File: src/rtl/core/assert_macros.svh
// Assertion macros shared by the RTL.
`ifndef ASSERT_MACROS_SVH
`define ASSERT_MACROS_SVH

`ifndef ASSERT_OFF

`define ASSERT_CLK(lbl, clk, rst_n, prop) \
    lbl: assert property (@(posedge clk) disable iff (!rst_n) (prop)) \
        else $error("assertion failed");

`define ASSERT_CLK_ALWAYS(lbl, clk, prop) \
    lbl: assert property (@(posedge clk) (prop)) \
        else $error("assertion failed");

`else

`define ASSERT_CLK(lbl, clk, rst_n, prop)

`define ASSERT_CLK_ALWAYS(lbl, clk, prop)

`endif

`endif

File: src/rtl/core/sss_pkg.sv
// Package: codes, widths and control types of the substring search block.
`timescale 1ns / 1ps
package sss_pkg;

    localparam int DATA_W   = 8;
    localparam int CMD_W    = 2;
    localparam int STATUS_W = 2;
    localparam int OFFSET_W = 32;

    typedef enum logic [CMD_W-1:0] {
        CMD_CLEAR  = 2'd0,
        CMD_APPEND = 2'd1,
        CMD_HAY    = 2'd2,
        CMD_NOP    = 2'd3
    } cmd_t;

    typedef enum logic [STATUS_W-1:0] {
        ST_NOT_FOUND = 2'd0,
        ST_FOUND     = 2'd1,
        ST_OVERFLOW  = 2'd2
    } status_t;

    typedef struct packed {
        logic clear;
        logic append;
    } needle_op_t;

endpackage

File: src/rtl/core/streaming_substring_search.sv
// Top level: streaming first-occurrence substring search.
`timescale 1ns / 1ps
// A request passes through the input register and then the result register.
// One request per cycle unless m_tready stalls; the window compare is combinational.
// Reset: rst_n async, clears needle length, overflow, offset count and handshake state.
// Needle and window bytes have no reset; only written entries are ever compared.
module streaming_substring_search #(
    parameter int MAX_NEEDLE = 64
) (
    input  logic                             clk,
    input  logic                             rst_n,
    input  logic                             s_tvalid,
    output logic                             s_tready,
    input  logic [sss_pkg::DATA_W-1:0]       s_tdata,   // [7:0] data
    input  logic [sss_pkg::CMD_W-1:0]        s_tuser,   // [1:0] cmd
    input  logic                             s_tlast,   // last
    output logic                             m_tvalid,
    input  logic                             m_tready,
    output logic [sss_pkg::OFFSET_W-1:0]     m_tdata,   // [31:0] offset
    output logic [sss_pkg::STATUS_W-1:0]     m_tuser    // [1:0] status
);
    import sss_pkg::*;

    `include "assert_macros.svh"

    localparam int LEN_W = $clog2(MAX_NEEDLE + 1);

    logic              in_valid_reg;
    cmd_t              in_cmd_reg;
    logic [DATA_W-1:0] in_data_reg;
    logic              in_last_reg;

    logic                  out_free;
    logic                  go;
    needle_op_t            nop;
    logic                  shift;
    logic [MAX_NEEDLE-1:0][DATA_W-1:0] needle;
    logic [LEN_W-1:0]      len;
    logic                  overflow;
    logic                  hit;

    logic [OFFSET_W-1:0]   bytes_seen_reg;
    logic [OFFSET_W-1:0]   bytes_seen_next;
    logic                  search_done_reg;
    logic                  search_done_next;
    logic [OFFSET_W-1:0]   bytes_inc;
    logic [OFFSET_W-1:0]   len_ext;
    logic                  emit;
    status_t               status;
    logic [OFFSET_W-1:0]   offset;

    logic                  m_tvalid_reg;
    status_t               m_status_reg;
    logic [OFFSET_W-1:0]   m_offset_reg;

    assign out_free = !m_tvalid_reg || m_tready;
    assign go       = in_valid_reg && out_free;
    assign s_tready = !in_valid_reg || out_free;

    assign nop.clear  = go && (in_cmd_reg == CMD_CLEAR);
    assign nop.append = go && (in_cmd_reg == CMD_APPEND);
    assign shift      = go && (in_cmd_reg == CMD_HAY);

    sss_needle #(
        .MAX_NEEDLE (MAX_NEEDLE),
        .LEN_W      (LEN_W)
    ) u_needle (
        .clk      (clk),
        .rst_n    (rst_n),
        .op       (nop),
        .data     (in_data_reg),
        .needle   (needle),
        .len      (len),
        .overflow (overflow)
    );

    sss_window #(
        .MAX_NEEDLE (MAX_NEEDLE),
        .LEN_W      (LEN_W)
    ) u_window (
        .clk    (clk),
        .shift  (shift),
        .data   (in_data_reg),
        .needle (needle),
        .len    (len),
        .hit    (hit)
    );

    assign bytes_inc = (bytes_seen_reg == '1) ? bytes_seen_reg
                                              : bytes_seen_reg + OFFSET_W'(1);
    assign len_ext   = {{(OFFSET_W-LEN_W){1'b0}}, len};

    always_comb
    begin
        bytes_seen_next  = bytes_seen_reg;
        search_done_next = search_done_reg;
        emit             = 1'b0;
        status           = ST_NOT_FOUND;
        offset           = '0;
        if (go)
        begin
            unique case (in_cmd_reg) inside
                CMD_CLEAR, CMD_APPEND:
                begin
                    bytes_seen_next  = '0;
                    search_done_next = 1'b0;
                end
                CMD_HAY:
                begin
                    bytes_seen_next = bytes_inc;
                    if (!search_done_reg)
                    begin
                        if (overflow)
                        begin
                            status = ST_OVERFLOW;
                            emit   = 1'b1;
                        end
                        else if (len == '0)
                        begin
                            status = ST_FOUND;
                            emit   = 1'b1;
                        end
                        else if (hit && (bytes_inc >= len_ext))
                        begin
                            status = ST_FOUND;
                            offset = bytes_inc - len_ext;
                            emit   = 1'b1;
                        end
                        else if (in_last_reg)
                        begin
                            emit = 1'b1;
                        end
                    end
                    search_done_next = search_done_reg || emit;
                    if (in_last_reg)
                    begin
                        bytes_seen_next  = '0;
                        search_done_next = 1'b0;
                    end
                end
                default:
                begin
                    bytes_seen_next = bytes_seen_reg;
                end
            endcase
        end
    end

    always_ff @(posedge clk or negedge rst_n)
    begin
        if (!rst_n)
        begin
            in_valid_reg    <= 1'b0;
            bytes_seen_reg  <= '0;
            search_done_reg <= 1'b0;
            m_tvalid_reg    <= 1'b0;
        end
        else
        begin
            if (s_tready)
            begin
                in_valid_reg <= s_tvalid;
            end
            bytes_seen_reg  <= bytes_seen_next;
            search_done_reg <= search_done_next;
            if (go && emit)
            begin
                m_tvalid_reg <= 1'b1;
            end
            else if (m_tready)
            begin
                m_tvalid_reg <= 1'b0;
            end
        end
    end

    always_ff @(posedge clk)
    begin
        if (s_tvalid && s_tready)
        begin
            in_cmd_reg  <= cmd_t'(s_tuser);
            in_data_reg <= s_tdata;
            in_last_reg <= s_tlast;
        end
        if (go && emit)
        begin
            m_status_reg <= status;
            m_offset_reg <= offset;
        end
    end

    assign m_tvalid = m_tvalid_reg;
    assign m_tuser  = m_status_reg;
    assign m_tdata  = m_offset_reg;

    `ASSERT_CLK(a_offset_zero_unless_found, clk, rst_n,
        (m_tvalid && (m_tuser != ST_FOUND)) |-> (m_tdata == '0))
    `ASSERT_CLK(a_overflow_only_when_full, clk, rst_n,
        overflow |-> (len == LEN_W'(MAX_NEEDLE)))
    `ASSERT_CLK(a_clear_restarts_search, clk, rst_n,
        nop.clear |=> ((bytes_seen_reg == '0) && !search_done_reg && (len == '0)))

endmodule

File: src/rtl/core/sss_needle.sv
// Needle shift store with length and overflow tracking.
`timescale 1ns / 1ps
module sss_needle #(
    parameter int MAX_NEEDLE = 64,
    parameter int LEN_W      = $clog2(MAX_NEEDLE + 1)
) (
    input  logic                                    clk,
    input  logic                                    rst_n,
    input  sss_pkg::needle_op_t                     op,
    input  logic [sss_pkg::DATA_W-1:0]              data,
    output logic [MAX_NEEDLE-1:0][sss_pkg::DATA_W-1:0] needle,
    output logic [LEN_W-1:0]                        len,
    output logic                                    overflow
);
    import sss_pkg::*;

    logic [MAX_NEEDLE-1:0][DATA_W-1:0] needle_reg;
    logic [LEN_W-1:0]                  len_reg;
    logic [LEN_W-1:0]                  len_next;
    logic                              ovf_reg;
    logic                              ovf_next;
    logic                              full;
    logic                              store;

    assign full  = (len_reg == LEN_W'(MAX_NEEDLE));
    assign store = op.append && !full;

    always_comb
    begin
        len_next = len_reg;
        ovf_next = ovf_reg;
        if (op.clear)
        begin
            len_next = '0;
            ovf_next = 1'b0;
        end
        else if (op.append)
        begin
            if (full)
            begin
                ovf_next = 1'b1;
            end
            else
            begin
                len_next = len_reg + LEN_W'(1);
            end
        end
    end

    always_ff @(posedge clk or negedge rst_n)
    begin
        if (!rst_n)
        begin
            len_reg <= '0;
            ovf_reg <= 1'b0;
        end
        else
        begin
            len_reg <= len_next;
            ovf_reg <= ovf_next;
        end
    end

    // newest appended byte sits at index 0
    always_ff @(posedge clk)
    begin
        if (store)
        begin
            needle_reg[0] <= data;
            for (int k = 1; k < MAX_NEEDLE; k++)
            begin
                needle_reg[k] <= needle_reg[k-1];
            end
        end
    end

    assign needle   = needle_reg;
    assign len      = len_reg;
    assign overflow = ovf_reg;

endmodule

File: src/rtl/core/sss_window.sv
// Haystack shift window with per-lane compare against the needle.
`timescale 1ns / 1ps
module sss_window #(
    parameter int MAX_NEEDLE = 64,
    parameter int LEN_W      = $clog2(MAX_NEEDLE + 1)
) (
    input  logic                                       clk,
    input  logic                                       shift,
    input  logic [sss_pkg::DATA_W-1:0]                 data,
    input  logic [MAX_NEEDLE-1:0][sss_pkg::DATA_W-1:0] needle,
    input  logic [LEN_W-1:0]                           len,
    output logic                                       hit
);
    import sss_pkg::*;

    logic [MAX_NEEDLE-1:0][DATA_W-1:0] window_reg;
    logic [MAX_NEEDLE-1:0]             lane_ok;

    always_ff @(posedge clk)
    begin
        if (shift)
        begin
            window_reg[0] <= data;
            for (int k = 1; k < MAX_NEEDLE; k++)
            begin
                window_reg[k] <= window_reg[k-1];
            end
        end
    end

    // compare against the window as it stands after this byte shifts in
    for (genvar k = 0; k < MAX_NEEDLE; k++)
    begin : g_lane
        logic [DATA_W-1:0] cur;
        logic              active;
        if (k == 0)
        begin : g_head
            assign cur = data;
        end
        else
        begin : g_tail
            assign cur = window_reg[k-1];
        end
        assign active     = (LEN_W'(k) < len);
        assign lane_ok[k] = !active || (cur == needle[k]);
    end

    assign hit = &lane_ok;

endmodule
File: config.mk
export PLATFORM = sky130hd
export DESIGN_NAME = streaming_substring_search
export DESIGN_NICKNAME = d
export VERILOG_FILES = /design/src/rtl/core/sss_pkg.sv /design/src/rtl/core/streaming_substring_search.sv /design/src/rtl/core/sss_needle.sv /design/src/rtl/core/sss_window.sv
export VERILOG_INCLUDE_DIRS = /design/src /design/src/rtl/core
export SDC_FILE = /design/constraint.sdc
export NUM_CORES = 1
export LEC_CHECK = 0
export BUFFER_PORTS_ARGS = -buffer_cell sky130_fd_sc_hd__buf_2
export CAP_MARGIN = 0
export CORE_ASPECT_RATIO = 1.25
export CORE_MARGIN = 2
export CORE_UTILIZATION = 60
export CTS_CLUSTER_SIZE = 12
export DETAILED_ROUTE_END_ITERATION = 8
export HOLD_SLACK_MARGIN = 0.06
export PLACE_DENSITY_LB_ADDON = 0.2
export SETUP_SLACK_MARGIN = 0.4
export SLEW_MARGIN = 0
export SYNTH_ARGS = -nofsm -noshare
export SYNTH_HDL_FRONTEND = slang
export SYNTH_SLANG_ARGS = --single-unit
File: constraint.sdc
create_clock -name clk -period 18.9 [get_ports clk]
set_input_delay 1.89 -clock clk [delete_from_list [all_inputs] [get_ports clk]]
set_output_delay 1.89 -clock clk [all_outputs]
set_load 0.01 [all_outputs]
==> impl_metrics.json <==
{
  "run_status": "finished clean",
  "port_buffers": 50,
  "synth.yosys.warnings": 0,
  "finalCritPeriodShare": 0.342,
  "route.final.wire_length_mm": 80.4,
  "maximum_number_of_pins_on_one_net_before_global_route_repair": 189,
  "register_area_share_after_synthesis": 0.787,
  "setup.worst_path.end_class": "register",
  "fp.dieArea_um2": 71900,
  "critical_path_arrival_ns": 6.83,
  "largest_reg_flops": 512,
  "dr.pass1.iters": 7,
  "powerDensity_nw_per_um2": 114,
  "vias_in_the_first_global_route": 21100,
  "final.fill_count": 4585,
  "crit_path_top_delay_cell": "sky130_fd_sc_hd__or4_1",
  "multi_input_comb_area_um2": 8640,
  "clock_period_minus_final_worst_setup_slack_ns": 6.46,
  "synthesis.area_per_instance_um2": 17.7,
  "post_drt_via_cell_ratio": 5.89,
  "postSynth.topFlopCell": "sky130_fd_sc_hd__edfxtp_1",
  "ys_async_sr_fraction": 0.0389,
  "total_nets_after_synthesis": 2383,
  "dp_slack_ns": 12.45,
  "grt-ovfl-total": 0,
  "fin_worst_setup_slack_ns": 12.44,
  "setup_repair_after_global_routing_missed_its_margin": "no",
  "critical_path.max_stage_delay_ns": 0.73,
  "number_of_flip_flops_and_latches_in_the_synthesized_netlist": 1104,
  "netlist_area_um2": 41800,
  "cts_resized": 0,
  "num_rows": 108,
  "crit_type": "reg2reg",
  "post_synthesis_cell_count": 2357,
  "synth-edff-count": 1061,
  "finalSetupTns_ns": 0,
  "wire_length_per_cell_after_detailed_routing_um": 23.1,
  "clock-skew-final_ns": 0.0376,
  "dpl.hpwl_mm": 52.2,
  "finalPower_uw": 5270,
  "max_slew_margin": 0.172,
  "clk_transition_reported_paths_ns": 0.06,
  "vias": 20500,
  "power_leakage_uw": 0.0141,
  "die_height_um": 299,
  "cp-start-kind": "register",
  "drive_gt1_frac": 0.0754,
  "final_antenna_net_count": 0,
  "critical_path_buf_inv_count": 2,
  "critical_path_required_ns": 19.27,
  "initial_utilization": 0.605,
  "routabilityCongestion": 0.867,
  "core_region_area_um2": 69200,
  "critical_path.top_delay_family": "simple AND/OR/NAND/NOR gates",
  "global_route_wire_length_before_repair_mm": 122,
  "nets": 2521,
  "insertion_delay_ns": 0.68,
  "fin_util": 0.667,
  "cts-root-buf": "sky130_fd_sc_hd__clkbuf_16",
  "track_usage": 0.228,
  "number_of_buffers_created_by_cts": 104,
  "worst-slew-pin-transition_ns": 1.24,
  "cts.repair_timing.setup_buffer_count": 0,
  "setup-violations-final": 0,
  "hold_path.class": "reg2reg",
  "max_freq_mhz": 155,
  "max_cap_viol_count": 0,
  "cts_tree": "done",
  "antenna_found_initial": 1,
  "synth.distinct_cells": 59,
  "vdd_drop_max_v": 0.0000954,
  "clk_path_buf_depth": 3,
  "die-width_um": 240,
  "drv_slew": 0,
  "number_of_hold_violations_in_the_final_report": 0,
  "initialDrtViolationCount": 2221,
  "fin_hold_ws_ns": 0.449,
  "seqCellArea_um2": 32900,
  "worst-path-max-fanout": 32,
  "h-tree-depth": 3,
  "holdBufCountCts": 0,
  "rrSetupSlack_ns": 12.44,
  "crit_path_cell_trace": "nand4_1 > or4_1 > nor4_1 > buf_4 > xor2_1 > ha_1 > inv_1 > fa_1 > a21oi_1 > o21ai_0 > a41oi_1 > o211ai_1 > nor2b_1 > or3b_1 > or4_4 > nand4_2 > nor2_1",
  "drc_errors": 0,
  "cts.sinks": 1104,
  "antenna-diode-count": 0,
  "area_growth_pct": 10.3,
  "pin_count": 51
}
-- worst reg2reg max path: stages, from the launching register on --
cell	delay, ns
sky130_fd_sc_hd__dfrtp_1	0.48
sky130_fd_sc_hd__nand4_1	0.25
sky130_fd_sc_hd__or4_1	0.73
sky130_fd_sc_hd__nor4_1	0.59
sky130_fd_sc_hd__buf_4	0.28
sky130_fd_sc_hd__xor2_1	0.18
sky130_fd_sc_hd__ha_1	0.19
sky130_fd_sc_hd__inv_1	0.06
sky130_fd_sc_hd__fa_1	0.41
sky130_fd_sc_hd__a21oi_1	0.15
sky130_fd_sc_hd__o21ai_0	0.17
sky130_fd_sc_hd__a41oi_1	0.30
sky130_fd_sc_hd__o211ai_1	0.23
sky130_fd_sc_hd__nor2b_1	0.35
sky130_fd_sc_hd__or3b_1	0.49
sky130_fd_sc_hd__or4_4	0.59
sky130_fd_sc_hd__nand4_2	0.53
sky130_fd_sc_hd__nor2_1	0.16
-- final timing paths --
path                                             from  cells past startpoint                          to
setup / recovery                   bytes_seen_reg[14]                     17                 m_tdata[24]
max in group asynchronous                       rst_n                      1          bytes_seen_reg[31]
hold / removal             u_window.g_lane[62].cur[0]                      0  u_window.g_lane[63].cur[0]
min in group asynchronous                       rst_n                      1                in_valid_reg
setup reg to reg                   bytes_seen_reg[14]                     17                 m_tdata[24]
hold reg to reg            u_window.g_lane[62].cur[0]                      0  u_window.g_lane[63].cur[0]
-- cells in the final DEF (no fill, tap or decap), drive strengths merged, types with 4 or more instances in the layout --
cell type	instances
nand3	21
a311oi	5
and4	5
xor2	167
dfrtp	43
a21o	6
edfxtp	1061
xnor2	401
o31ai	10
ha	10
buf	68
nand2	68
a21oi	28
a41oi	5
nor4	50
o21ai	57
nor2b	7
or4	6
or3	7
and3	12
nand4	126
nor2	87
o22ai	28
a22o	8
or2	4
mux2i	5
inv	26
clkbuf	144
a31oi	4
o211ai	6
clkinv	11
nor3b	4
nor3	15
nand2b	7
-- routing by layer --
layer / part of all wire / vias to the layer above / track usage
met4: 0.032 / 0 / 0.0893
met1: 0.39 / 10400 / 0.295
met3: 0.061 / 154 / 0.0363
met5: 0 / - / 0
li1: - / 9222 / -
met2: 0.52 / 694 / 0.390
-- cell type report --
class                   count  area share
flip-flops and latches   1104       0.714
multi-input cells        1194       0.187
clock buffers             144      0.0597
well taps                 935      0.0254
repair buffers             68     0.00862
clock inverters            14     0.00325
inverters                  23     0.00203
-- Yosys cell counts (5+ instances only) --
library cell	count	area, um^2
sky130_fd_sc_hd__or3_1	7	43.8
sky130_fd_sc_hd__nor2_1	87	327
sky130_fd_sc_hd__o31ai_1	10	75.1
sky130_fd_sc_hd__nor3_1	15	75.1
sky130_fd_sc_hd__inv_1	22	82.6
sky130_fd_sc_hd__nor4_1	48	300
sky130_fd_sc_hd__ha_1	10	125
sky130_fd_sc_hd__o21ai_0	56	280
sky130_fd_sc_hd__o22ai_1	28	175
sky130_fd_sc_hd__dfrtp_1	43	1080
sky130_fd_sc_hd__nor2b_1	7	43.8
sky130_fd_sc_hd__a41oi_1	5	43.8
sky130_fd_sc_hd__and3_1	12	75.1
sky130_fd_sc_hd__xor2_1	167	1460
sky130_fd_sc_hd__buf_2	5	25.0
sky130_fd_sc_hd__o211ai_1	6	45.0
sky130_fd_sc_hd__xnor2_1	401	3510
sky130_fd_sc_hd__and4_1	5	43.8
sky130_fd_sc_hd__mux2i_1	5	50.1
sky130_fd_sc_hd__nand2b_1	7	43.8
sky130_fd_sc_hd__a21oi_1	28	140
sky130_fd_sc_hd__a311oi_1	5	43.8
sky130_fd_sc_hd__or4_1	5	37.5
sky130_fd_sc_hd__nand2_1	68	255
sky130_fd_sc_hd__edfxtp_1	1061	31900
sky130_fd_sc_hd__a22o_1	8	70.1
sky130_fd_sc_hd__nand4_1	125	782
sky130_fd_sc_hd__a21o_1	6	45.0
sky130_fd_sc_hd__clkbuf_1	28	105
sky130_fd_sc_hd__nand3_1	21	105
-- cells by family after synthesis --
kind of cell,share of synthesized area
DFF,0.787
adders and majority gates,0.00347
buffers and inverters,0.00598
muxes,0.00120
AOI/OAI and AO/OA,0.0276
and+or+nand+nor,0.0554
xor gates and xnor gates,0.119
-- stage by stage --
step	instances	area, um^2
final	3482	46100
after global routing	3482	46100
after CTS	3482	46100
after detailed placement	3324	43200
after global placement	3324	43200
after floorplan	2357	41800
-- power breakdown --
| group | switching, uW | total, uW | internal (uW) |
|---|---|---|---|
| Clock | 839 | 1850 | 1010 |
| Combinational | 307 | 464 | 157 |
| Sequential | 97.6 | 2960 | 2860 |
Note: power is estimated with default switching activity, not from simulation.
